`config.mk`:
```
export PLATFORM = sky130hd
export DESIGN_NAME = timing_wheel_timer_table
export DESIGN_NICKNAME = d
export VERILOG_FILES = /design/src/rtl/core/twtt_pkg.sv /design/src/rtl/core/twtt_slot_div.sv /design/src/rtl/core/twtt_out_buf.sv /design/src/rtl/core/timing_wheel_timer_table.sv
export SDC_FILE = /design/constraint.sdc
export NUM_CORES = 1
export LEC_CHECK = 0
export ABC_AREA = 1
export BUFFER_PORTS_ARGS = -buffer_cell sky130_fd_sc_hd__buf_2
export CORE_ASPECT_RATIO = 1.25
export CORE_MARGIN = 1.5
export CORE_UTILIZATION = 53
export DETAILED_ROUTE_END_ITERATION = 8
export GPL_TIMING_DRIVEN = 1
export PLACE_DENSITY = 0.72
export REMOVE_ABC_BUFFERS = 1
export SKIP_LAST_GASP = 1
export SYNTH_ARGS = -nofsm -noshare
export SYNTH_HDL_FRONTEND = slang
export SYNTH_HIERARCHICAL = 1
export SYNTH_SLANG_ARGS = --single-unit
export TNS_END_PERCENT = 5
```
`constraint.sdc`:
```
create_clock -name aclk -period 18.2 [get_ports aclk]
set_clock_uncertainty 0.15 [all_clocks]
set_input_delay 2.73 -clock aclk [delete_from_list [all_inputs] [get_ports aclk]]
set_output_delay 2.73 -clock aclk [all_outputs]
set_load 0.005 [all_outputs]
```
`src/rtl/core/twtt_pkg.sv`:
```
package twtt_pkg;

    // Field widths of the transfer payloads
    localparam int FUNC_W    = 2;
    localparam int TIMEOUT_W = 32;
    localparam int HANDLE_W  = 4;
    localparam int STATUS_W  = 2;

    // Table entry rotation field and its saturation value
    localparam int                ROT_W   = 26;
    localparam logic [ROT_W-1:0]  ROT_MAX = {ROT_W{1'b1}};

    // At most this many expiries are reported by one tick
    localparam int RESULT_LIMIT = 16;
    localparam int EXP_CNT_W    = $clog2(RESULT_LIMIT + 1);

    // Slot divider dividend width
    localparam int DIV_W     = 32;

    // Operation codes
    localparam logic [FUNC_W-1:0] FUNC_ADD  = 2'd0;
    localparam logic [FUNC_W-1:0] FUNC_DEL  = 2'd1;
    localparam logic [FUNC_W-1:0] FUNC_TICK = 2'd2;

    // Result status codes
    localparam logic [STATUS_W-1:0] STAT_OK         = 2'd0;
    localparam logic [STATUS_W-1:0] STAT_REJECT     = 2'd1;
    localparam logic [STATUS_W-1:0] STAT_NOT_ACTIVE = 2'd2;

    typedef struct packed {
        logic [FUNC_W-1:0]           func;
        logic signed [TIMEOUT_W-1:0] timeout;
        logic [HANDLE_W-1:0]         handle_in;
    } twtt_in_t;

    typedef struct packed {
        logic [HANDLE_W-1:0] handle_out;
        logic [STATUS_W-1:0] status;
        logic                expired;
        logic                last;
    } twtt_out_t;

endpackage

```
`src/rtl/core/twtt_slot_div.sv`:
```
module twtt_slot_div #(
    parameter int SLOT_COUNT = 60
) (
    input  logic                          aclk,
    input  logic                          aresetn,
    input  logic                          start,
    input  logic [twtt_pkg::DIV_W-1:0]    dividend,
    output logic                          done,
    output logic [twtt_pkg::DIV_W-1:0]    quotient,
    output logic [$clog2(SLOT_COUNT):0]   remainder
);
    import twtt_pkg::*;

    localparam int REM_W  = $clog2(SLOT_COUNT) + 1;
    localparam int SHIFT  = DIV_W + $clog2(SLOT_COUNT);
    localparam int RCP_W  = DIV_W + 1;
    localparam int PROD_W = DIV_W + RCP_W;
    // Rounded-up reciprocal: exact quotients for every DIV_W-bit dividend
    localparam logic [RCP_W-1:0] RCP =
        RCP_W'(((64'd1 << SHIFT) + 64'(SLOT_COUNT) - 64'd1) / 64'(SLOT_COUNT));

    logic [DIV_W-1:0]  num_reg;
    logic [DIV_W-1:0]  quo_reg, quo_next;
    logic [REM_W-1:0]  rem_reg, rem_next;
    logic              mul_vld_reg;
    logic              sub_vld_reg;
    logic              done_reg;
    logic [PROD_W-1:0] prod;
    logic [DIV_W-1:0]  back;

    // Scale by the reciprocal and keep the integer part
    assign prod     = PROD_W'(num_reg) * PROD_W'(RCP);
    assign quo_next = DIV_W'(prod >> SHIFT);

    // Take the remainder back from the quotient
    assign back     = DIV_W'(quo_reg * DIV_W'(SLOT_COUNT));
    assign rem_next = REM_W'(num_reg - back);

    // Advance the two pipeline stages
    always_ff @(posedge aclk) begin
        if (!aresetn) begin
            mul_vld_reg <= 1'b0;
            sub_vld_reg <= 1'b0;
            done_reg    <= 1'b0;
        end else begin
            mul_vld_reg <= start;
            sub_vld_reg <= mul_vld_reg;
            done_reg    <= sub_vld_reg;
        end
    end

    // Hold the dividend, quotient and remainder
    always_ff @(posedge aclk) begin
        if (start) begin
            num_reg <= dividend;
        end
        if (mul_vld_reg) begin
            quo_reg <= quo_next;
        end
        if (sub_vld_reg) begin
            rem_reg <= rem_next;
        end
    end

    assign done      = done_reg;
    assign quotient  = quo_reg;
    assign remainder = rem_reg;

endmodule

```
`src/rtl/core/twtt_out_buf.sv`:
```
module twtt_out_buf (
    input  logic                aclk,
    input  logic                aresetn,
    input  logic                push,
    input  twtt_pkg::twtt_out_t push_data,
    output logic                full,
    output logic                m_valid,
    input  logic                m_ready,
    output twtt_pkg::twtt_out_t m_data
);
    import twtt_pkg::*;

    twtt_out_t   head_reg;
    twtt_out_t   tail_reg;
    logic [1:0]  cnt_reg;
    logic        pop;

    assign pop     = m_valid && m_ready;
    assign full    = (cnt_reg == 2'd2);
    assign m_valid = (cnt_reg != 2'd0);
    assign m_data  = head_reg;

    // Track occupancy of the two-entry queue
    always_ff @(posedge aclk) begin
        if (!aresetn) begin
            cnt_reg <= 2'd0;
        end else begin
            unique case ({push, pop})
                2'b10:   cnt_reg <= 2'(cnt_reg + 1'b1);
                2'b01:   cnt_reg <= 2'(cnt_reg - 1'b1);
                default: cnt_reg <= cnt_reg;
            endcase
        end
    end

    // Move result payloads: head is presented, tail waits behind it
    always_ff @(posedge aclk) begin
        if (pop) begin
            if (cnt_reg == 2'd2) begin
                head_reg <= tail_reg;
            end else if (push) begin
                head_reg <= push_data;
            end
        end else if (push) begin
            if (cnt_reg == 2'd0) begin
                head_reg <= push_data;
            end else begin
                tail_reg <= push_data;
            end
        end
    end

endmodule

```
`src/rtl/core/timing_wheel_timer_table.sv`:
```
// Delete and rejected operations: result ready in the cycle after the input transfer.
// Add: the result waits on the two-stage reciprocal slot divider.
// Tick: one table entry per cycle through the RAM read port, unless a full result queue stalls the scan.
// One item is worked on at a time; a two-entry result queue lets the next item in.
// Synchronous active-low reset clears the valid bits, the current slot, the
// control state and the result queue; the entry RAM is not cleared.
module timing_wheel_timer_table #(
    parameter int SLOT_COUNT = 60,
    parameter int MAX_TIMERS = 16
) (
    input  logic                aclk,
    input  logic                aresetn,
    input  logic                s_valid,
    output logic                s_ready,
    input  twtt_pkg::twtt_in_t  s_data,
    output logic                m_valid,
    input  logic                m_ready,
    output twtt_pkg::twtt_out_t m_data
);
    import twtt_pkg::*;

    localparam int SLOT_W = $clog2(SLOT_COUNT);
    localparam int SUM_W  = SLOT_W + 1;
    localparam int IDX_W  = (MAX_TIMERS > 1) ? $clog2(MAX_TIMERS) : 1;
    localparam int ENT_W  = SLOT_W + ROT_W;

    typedef enum logic [1:0] {
        ST_IDLE,
        ST_DIV,
        ST_SCAN,
        ST_FLUSH
    } state_t;

    state_t                 state_reg, state_next;
    logic [MAX_TIMERS-1:0]  valid_reg, valid_next;
    logic [SLOT_W-1:0]      cur_reg, cur_next;
    logic [IDX_W-1:0]       free_ix_reg, free_ix_next;
    logic [IDX_W-1:0]       scan_ix_reg, scan_ix_next;
    logic                   issue_done_reg, issue_done_next;
    logic                   stage_vld_reg, stage_vld_next;
    logic [IDX_W-1:0]       stage_ix_reg, stage_ix_next;
    logic                   pend_vld_reg, pend_vld_next;
    logic [IDX_W-1:0]       pend_ix_reg, pend_ix_next;
    logic [EXP_CNT_W-1:0]   exp_cnt_reg, exp_cnt_next;

    // Entry table memory: {slot, rotation}
    logic [ENT_W-1:0]       ram_mem [MAX_TIMERS];
    logic [ENT_W-1:0]       ram_q_reg;
    logic                   ram_we;
    logic [IDX_W-1:0]       ram_wa;
    logic [ENT_W-1:0]       ram_wd;
    logic                   ram_re;
    logic [SLOT_W-1:0]      q_slot;
    logic [ROT_W-1:0]       q_rot;

    logic                   free_found;
    logic [IDX_W-1:0]       free_ix;
    logic                   div_start;
    logic [DIV_W-1:0]       div_dividend;
    logic                   div_done;
    logic [DIV_W-1:0]       div_quo;
    logic [SUM_W-1:0]       div_rem;
    logic [SUM_W-1:0]       slot_sum;
    logic [SUM_W-1:0]       cur_inc;
    logic [SLOT_W-1:0]      new_slot;
    logic [ROT_W-1:0]       new_rot;

    logic                   push;
    twtt_out_t              push_data;
    logic                   fifo_full;
    logic                   accept;
    logic                   del_ok;
    logic                   hit;
    logic                   dec_hit;
    logic                   exp_hit;
    logic                   stall;

    assign accept  = s_valid && s_ready;
    assign s_ready = (state_reg == ST_IDLE) && !fifo_full;
    assign q_slot  = ram_q_reg[ROT_W +: SLOT_W];
    assign q_rot   = ram_q_reg[ROT_W-1:0];

    // Find the lowest free entry
    always_comb begin
        free_found = 1'b0;
        free_ix    = '0;
        for (int i = MAX_TIMERS - 1; i >= 0; i--) begin
            if (!valid_reg[i]) begin
                free_found = 1'b1;
                free_ix    = IDX_W'(i);
            end
        end
    end

    // Clamp the timeout to at least one tick before dividing
    assign div_dividend = (s_data.timeout == '0) ? DIV_W'(1) : DIV_W'(s_data.timeout);

    twtt_slot_div #(
        .SLOT_COUNT (SLOT_COUNT)
    ) u_div (
        .aclk      (aclk),
        .aresetn   (aresetn),
        .start     (div_start),
        .dividend  (div_dividend),
        .done      (div_done),
        .quotient  (div_quo),
        .remainder (div_rem)
    );

    // Place the new entry: saturate the rotation, wrap the slot
    assign slot_sum = SUM_W'({1'b0, cur_reg}) + div_rem;
    assign new_slot = (slot_sum >= SUM_W'(SLOT_COUNT))
                      ? SLOT_W'(slot_sum - SUM_W'(SLOT_COUNT)) : SLOT_W'(slot_sum);
    assign new_rot  = (div_quo > DIV_W'(ROT_MAX)) ? ROT_MAX : div_quo[ROT_W-1:0];
    assign cur_inc  = SUM_W'({1'b0, cur_reg}) + SUM_W'(1);

    // Classify the entry whose read data is now available
    assign hit     = stage_vld_reg && valid_reg[stage_ix_reg] && (q_slot == cur_reg);
    assign dec_hit = hit && (q_rot != '0);
    assign exp_hit = hit && (q_rot == '0) && (exp_cnt_reg < EXP_CNT_W'(RESULT_LIMIT));
    assign stall   = exp_hit && pend_vld_reg && fifo_full;
    assign del_ok  = (32'(s_data.handle_in) < MAX_TIMERS)
                     && valid_reg[IDX_W'(s_data.handle_in)];

    // Sequence operations and table accesses
    always_comb begin
        state_next      = state_reg;
        valid_next      = valid_reg;
        cur_next        = cur_reg;
        free_ix_next    = free_ix_reg;
        scan_ix_next    = scan_ix_reg;
        issue_done_next = issue_done_reg;
        stage_vld_next  = stage_vld_reg;
        stage_ix_next   = stage_ix_reg;
        pend_vld_next   = pend_vld_reg;
        pend_ix_next    = pend_ix_reg;
        exp_cnt_next    = exp_cnt_reg;
        div_start       = 1'b0;
        ram_we          = 1'b0;
        ram_wa          = stage_ix_reg;
        ram_wd          = {q_slot, ROT_W'(q_rot - 1'b1)};
        ram_re          = 1'b0;
        push            = 1'b0;
        push_data       = '{handle_out: '0, status: STAT_OK, expired: 1'b0, last: 1'b1};

        unique case (state_reg)
            ST_IDLE: begin
                if (accept) begin
                    unique case (s_data.func)
                        FUNC_ADD: begin
                            if (s_data.timeout[TIMEOUT_W-1] || !free_found) begin
                                push             = 1'b1;
                                push_data.status = STAT_REJECT;
                            end else begin
                                free_ix_next = free_ix;
                                div_start    = 1'b1;
                                state_next   = ST_DIV;
                            end
                        end
                        FUNC_DEL: begin
                            push = 1'b1;
                            if (del_ok) begin
                                valid_next[IDX_W'(s_data.handle_in)] = 1'b0;
                                push_data.handle_out = s_data.handle_in;
                            end else begin
                                push_data.status = STAT_NOT_ACTIVE;
                            end
                        end
                        FUNC_TICK: begin
                            scan_ix_next    = '0;
                            issue_done_next = 1'b0;
                            stage_vld_next  = 1'b0;
                            pend_vld_next   = 1'b0;
                            exp_cnt_next    = '0;
                            state_next      = ST_SCAN;
                        end
                        default: begin
                            push             = 1'b1;
                            push_data.status = STAT_REJECT;
                        end
                    endcase
                end
            end

            ST_DIV: begin
                if (div_done) begin
                    ram_we                  = 1'b1;
                    ram_wa                  = free_ix_reg;
                    ram_wd                  = {new_slot, new_rot};
                    valid_next[free_ix_reg] = 1'b1;
                    push                    = 1'b1;
                    push_data.handle_out    = HANDLE_W'(free_ix_reg);
                    state_next              = ST_IDLE;
                end
            end

            ST_SCAN: begin
                if (!stall) begin
                    // Decrement a waiting entry in place
                    if (dec_hit) begin
                        ram_we = 1'b1;
                    end
                    // Free an expired entry; release the previous expiry
                    if (exp_hit) begin
                        valid_next[stage_ix_reg] = 1'b0;
                        exp_cnt_next             = EXP_CNT_W'(exp_cnt_reg + 1'b1);
                        if (pend_vld_reg) begin
                            push      = 1'b1;
                            push_data = '{handle_out: HANDLE_W'(pend_ix_reg),
                                          status: STAT_OK, expired: 1'b1, last: 1'b0};
                        end
                        pend_vld_next = 1'b1;
                        pend_ix_next  = stage_ix_reg;
                    end
                    // Issue the next read
                    if (!issue_done_reg) begin
                        ram_re         = 1'b1;
                        stage_vld_next = 1'b1;
                        stage_ix_next  = scan_ix_reg;
                        if (scan_ix_reg == IDX_W'(MAX_TIMERS - 1)) begin
                            issue_done_next = 1'b1;
                        end else begin
                            scan_ix_next = IDX_W'(scan_ix_reg + 1'b1);
                        end
                    end else begin
                        stage_vld_next = 1'b0;
                    end
                    if (stage_vld_reg && (stage_ix_reg == IDX_W'(MAX_TIMERS - 1))) begin
                        state_next = ST_FLUSH;
                    end
                end
            end

            ST_FLUSH: begin
                if (!fifo_full) begin
                    push = 1'b1;
                    if (pend_vld_reg) begin
                        push_data.handle_out = HANDLE_W'(pend_ix_reg);
                        push_data.expired    = 1'b1;
                    end
                    cur_next   = (cur_inc >= SUM_W'(SLOT_COUNT)) ? '0 : SLOT_W'(cur_inc);
                    state_next = ST_IDLE;
                end
            end

            default: state_next = ST_IDLE;
        endcase
    end

    // Hold state and control registers
    always_ff @(posedge aclk) begin
        if (!aresetn) begin
            state_reg      <= ST_IDLE;
            valid_reg      <= '0;
            cur_reg        <= '0;
            issue_done_reg <= 1'b0;
            stage_vld_reg  <= 1'b0;
            pend_vld_reg   <= 1'b0;
            exp_cnt_reg    <= '0;
        end else begin
            state_reg      <= state_next;
            valid_reg      <= valid_next;
            cur_reg        <= cur_next;
            issue_done_reg <= issue_done_next;
            stage_vld_reg  <= stage_vld_next;
            pend_vld_reg   <= pend_vld_next;
            exp_cnt_reg    <= exp_cnt_next;
        end
    end

    // Advance the index registers
    always_ff @(posedge aclk) begin
        free_ix_reg  <= free_ix_next;
        scan_ix_reg  <= scan_ix_next;
        stage_ix_reg <= stage_ix_next;
        pend_ix_reg  <= pend_ix_next;
    end

    // Entry table: one write port, one registered read port
    always_ff @(posedge aclk) begin
        if (ram_we) begin
            ram_mem[ram_wa] <= ram_wd;
        end
        if (ram_re) begin
            ram_q_reg <= ram_mem[scan_ix_reg];
        end
    end

    twtt_out_buf u_out (
        .aclk      (aclk),
        .aresetn   (aresetn),
        .push      (push),
        .push_data (push_data),
        .full      (fifo_full),
        .m_valid   (m_valid),
        .m_ready   (m_ready),
        .m_data    (m_data)
    );

endmodule
```
; ---- After elaboration in Yosys (flattened, before gate mapping)
; Memories as Yosys holds them, arrays and structs flattened. A register that Yosys moved wholly into a read port is not among the register bits.
; Cells that the tools add are included.
[classes]
n_eq_ne = 24
n_addsub = 9
bitwise = 11
n_mul = 2
n_reduce_logical = 44
muxes = 129
order_cmp = 10
[ops]
columns = operator, n
row1 = two-way mux 16 bit, 6
row2 = two-way mux 4 bit, 20
row3 = "multiplier 32 x 32 -> 64 bit, second input constant", 1
row4 = two-way mux 32 bit, 2
row5 = two-way mux 8 bit, 8
row6 = two-way mux 1 bit, 51
row7 = case mux 16 bit (3 select lines), 1
row8 = AND 16 bit, 2
row9 = logical NOT 32 bit, 1
row10 = inverter 16 bit, 2
row11 = "greater-than comparator 27 x 26 -> 1 bit, second input constant", 1
row12 = "multiplier 27 x 4 -> 5 bit, second input constant", 1
row13 = logical NOT 26 bit, 1
row14 = two-way mux 26 bit, 1
row15 = nonzero test 26 bit, 1
row16 = "subtractor 26 x 1 -> 26 bit, second input constant", 1
row17 = two-way mux 5 bit, 4
row18 = two-way mux 2 bit, 9
row19 = two-way mux 6 bit, 3
row20 = "!= test 2 bit, second input constant", 8
row21 = bitwise OR 16 bit, 1
row22 = case mux 4 bit (4 select lines), 1
row23 = "less-than comparator 4 x 5 -> 1 bit, second input constant", 3
row24 = "greater-or-equal comparator 7 x 6 -> 1 bit, second input constant", 2
row25 = 41 further kinds, 98
[totals]
ram_bits = 512
register_bits = 135
inputBits = 42
wordCells = 259
n_memories = 1
output_inout_bits = 10
[memory_table]
columns = memory, depth, width, rd, rd_clocked_by_memory_dff, write_ports, line
row1 = ram_mem, 16, 32, 1, 1, 1, timing_wheel_timer_table.sv:47  ; logic [ENT_W-1:0] ram_mem [MAX_TIMERS];

; ---- Depth between registers and ports, before layout
[logic_depth]
depth_word = 25
depth_mapped = 26
ltp_nobuf = 26

; ---- By module
; The synthesis kept the hierarchy.
[modules_own_cells]
columns = module, cells_per_inst, area_each_um2, seq_area_each_um2, n_inst
row1 = timing_wheel_timer_table, 2248, 25829.8, 17456.7, 1
row2 = twtt_slot_div, 1831, 14585.2, 2042.0, 1
row3 = twtt_out_buf, 70, 769.5, 520.5, 1

; ---- Least setup slack after synthesis
; OpenSTA, ideal clock, no wires.
[synth_timing]
kind = register to register
from = reg u_div.num_reg[5]
to = reg u_div.quo_reg[16] (netlist: u_div/quotient[16]), data pin
path_stages_with_launch = 27
arrival_ns = 5.332
slack_ns = 12.465
setup_time_ns = 0.252
cell_sequence = edfxtp_1 ha_1 inv_1 fa_1 inv_1 fa_1 inv_1 fa_1 fa_1 inv_1 fa_1 inv_1 fa_1 inv_1 ha_1 nand2_1 inv_1 nand2_1 nand2_1 nand2_1 nand2_1 a21oi_1 nor2_1 nor2_1 nand2_1 nand2_1 nand2_1
[synth_via]
elab_chain_len = 1
[synth_rtl]
columns = item, line
row1 = "start, declared", twtt_slot_div.sv:22  ; logic [DIV_W-1:0] num_reg;
row2 = "start signal, assigned", twtt_slot_div.sv:55  ; num_reg <= dividend;
row3 = multiplier 32 x 32 -> 64 bit, twtt_slot_div.sv:32  ; assign prod = PROD_W'(num_reg) * PROD_W'(RCP);
row4 = named net u_div.prod[54], twtt_slot_div.sv:28  ; logic [PROD_W-1:0] prod;
row5 = "end signal, assigned", twtt_slot_div.sv:58  ; quo_reg <= quo_next;
row6 = "end, declared", twtt_slot_div.sv:23  ; logic [DIV_W-1:0] quo_reg, quo_next;
; The timed path passes the listed nets, and every way through them passes these cells.
; A chain may end at the register's enable or synchronous reset.

; ---- Worst setup path in the final report
[layout_timing]
from = reg u_div.num_reg[1]
to = reg u_div.quo_reg[16] (netlist: u_div/quotient[16]), data pin
; The elaborated chain is that of the path after synthesis.

==> metrics.yaml <==
worstMarginPinSlew_ns: 1.32
groute.usage.overall_pct: 28.4
num_antenna_cells: 0
drtAntennaViolNets: 0
die_area_um2: 79400
timing.final.crit_share_pct: 34.3
r2r_start: "u_div/num_reg[1]"
met3_usage_pct: 3.28
powerDensity_nw_per_um2: 144
syn_avg_cell_area_um2: 9.93
seq_area_frac_synth_pct: 48.6
endpoint_kind: "flop"
crit_path_max_fanout: 6
synth-warning-count: 6
hold_path_depth: 2
grt_pass1_wl_um: 168000
syn_inst: 4149
whs_ns: 0.310
clock-sinks: 679
antenna_found_initial: 0
hp-start: "exp_cnt_reg[4]"
drc_errors: 0
core_um2: 77200
grt_pass1_vias: 29000
setup_violations: 0
drive_gt1_share_pct: 7.00
clkTransAtPathRegs_ns: 0.06
cellLeakagePower_nw: 19.0
cts.htree.levels: 3
r2r.worst_path.cells: 26
status: "completed"
via_per_inst: 5.59
grt_max_degree: 249
dieHeight_um: 315
clock_latency_ns: 0.62
hpwl_um: 78200
syn_area_um2: 41200
wl_per_cell_um: 21.3
max_freq_mhz: 160
finalWirelength_um: 112000
grt_util_met2_pct: 51.0
cts_tree: "built"
ys_ff_latch: 679
power_mw: 6.44
drtIter0Drc: 2379
via_count: 29400
peakVddDrop_mv: 0.101
grt_busiest_layer: "met2"
cp-start-kind: "flop"
required_ns: 18.43
areaGrowthSynthToFinish_pct: 8.90
max_slew_margin_pct: 11.7
r2r_slack_ns: 11.95
hold_end: "exp_cnt_reg[4]"
largest_register_ffs: 512
io_pins: 52
timing.final.max_slew_violations: 0
cts_made_buffers: 69
grt_overflow: 0
rr_endpoint: "u_div/quotient[16]"
use_met1_pct: 32.5
first_pass_iters: 5
max_cap_violations: 0
fillers: 6542
clockBufferDepth: 3
path_common_cell: "nand2_1"
critPathKind: "flop to flop"
cts_setup_buffers: 0
initial_core_util_pct: 53.4
layout.nets: 4693
max_stage_delay_ns: 0.58
hp-class: "flop to flop"
gp_congestion: 1.03
yosysUniqueCellTypes: 57
hold_violations: 0
fp.dieW_um: 252
hold_buffers: 0
port_buffers: 51
rows: 114
slowest_stage: "fa_1"
rsz0062_at_grt: "false"
cp.arrival_ns: 6.48
cts_resized: 0
cts-root-buf: "clkbuf_16"
fin_tns_setup_ns: 0
layout_min_cycle_time_ns: 6.25
area by class of cell:
class | count | area, µm² | area share, %
Sequential cell | 679 | 20000 | 44.6
Multi-Input combinational cell | 2652 | 18200 | 40.5
Inverter | 672 | 2530 | 5.64
Clock buffer | 83 | 1820 | 4.06
Tap cell | 1044 | 1310 | 2.91
Timing Repair Buffer | 87 | 538 | 1.20
Clock inverter | 42 | 470 | 1.05
power by group:
group | leakage [nW] | switching, mW | internal [mW]
clock network | 1.10 | 0.612 | 0.814
registers | 6.09 | 0.0762 | 1.91
logic | 11.8 | 2.10 | 0.934
through the flow:
| step | worst slack [ns] | utilization [%] | instances | instance area (µm²) |
|---|---|---|---|---|
| floorplan | 7.01 | - | 4003 | 40600 |
| global placement | 12.01 | 55.1 | 5134 | 42600 |
| detailed placement | 11.93 | 55.1 | 5134 | 42600 |
| CTS | 11.93 | 58.1 | 5259 | 44800 |
| global route | 11.59 | 58.1 | 5259 | 44900 |
| finish | 11.95 | 58.1 | 5259 | 44900 |
cell usage in the layout, fill, tap and decap left out, types with 7 or more instances in the layout:
cell,count
o221ai_1,55
clkbuf_1,11
nand2_1,735
nand3_1,159
fa_1,162
nor4_1,13
clkbuf_16,70
o211ai_1,10
nor2_4,19
o31ai_1,7
inv_2,14
nor3_1,21
nand2_2,12
o21ai_0,217
buf_4,35
dfxtp_1,37
clkinv_1,10
clkinv_2,10
ha_1,328
o32ai_1,73
nand4_1,33
edfxtp_1,642
nor2_1,464
buf_2,51
inv_1,653
a21oi_1,117
nor2_2,20
nor3_2,18
xor2_1,26
o22ai_1,28
o21bai_1,11
mux2i_1,55
xnor2_1,17
worst max-delay path, delay by kind of cell (launching register included):
family | cells | cell delay [ns]
AO/OA/AOI/OAI | 1 | 0.25
adder cells (fa/ha/maj) | 8 | 3.88
buffers and inverters | 7 | 0.41
AND/OR/NAND/NOR | 10 | 0.82
flip-flops | 1 | 0.52
kinds of logic (layout without fill, tap and decap cells):
| kind of cell | after synthesis | in the layout | synth area share (%) |
|---|---|---|---|
| AND/OR/NAND/NOR | 1516 | 1516 | 15.5 |
| buffers and inverters | 822 | 884 | 7.65 |
| flip-flops | 679 | 679 | 48.6 |
| AO/OA/AOI/OAI | 543 | 543 | 8.16 |
| adder cells (fa/ha/maj) | 490 | 490 | 17.8 |
| multiplexers | 55 | 55 | 1.34 |
| XOR/XNOR | 43 | 43 | 0.914 |
| other | 1 | 5 | 0.00911 |
per-layer routing:
layer | up-vias | share of wire (%)
met4 | 0 | 6.2
met2 | 1014 | 51
met5 | - | 0
met3 | 295 | 5.8
met1 | 14100 | 37
li1 | 14000 | -
synthesized netlist by cell type, drive strengths merged:
library cell	instances	share of area, %
o22ai	28	0.43
o31ai	7	0.13
nand3	162	2.0
or2	4	0.067
nor2	504	4.9
clkinv	4	0.036
a31oi	3	0.046
mux2i	55	1.3
nor4	14	0.23
buf	31	0.44
nand2b	1	0.015
o211ai	10	0.18
and2	3	0.046
fa	162	7.9
o21a	2	0.036
a21boi	1	0.018
a21oi	119	1.5
nand4	33	0.50
and3	1	0.015
o21bai	11	0.20
inv	668	6.1
xor2	26	0.55
edfxtp	642	47
nor3	40	0.66
o311ai	1	0.021
nand2	747	6.9
o221ai	55	1.2
dfxtp	37	1.8
clkbuf	119	1.1
o32ai	73	1.6
o21ai	223	2.7
xnor2	17	0.36
nor3b	2	0.049
ha	328	10
conb	1	0.0091
a32o	4	0.097
a21o	4	0.073
a211oi	2	0.036
nand3b	5	0.10
worst max-delay path by stage:
stage / from / slack [ns] / to / cells past startpoint
detailed placement: u_div/num_reg[1] / 11.93 / u_div/quotient[16] / 26
global placement: u_div/num_reg[1] / 12.01 / u_div/quotient[16] / 26
global route: u_div/num_reg[0] / 11.59 / u_div/quotient[19] / 23
CTS: u_div/num_reg[1] / 11.93 / u_div/quotient[16] / 26
floorplan: scan_ix_reg[0] / 7.01 / ram_q_reg[10] / 5
finish: u_div/num_reg[1] / 11.95 / u_div/quotient[16] / 26
(Power assumes the default switching activity.)
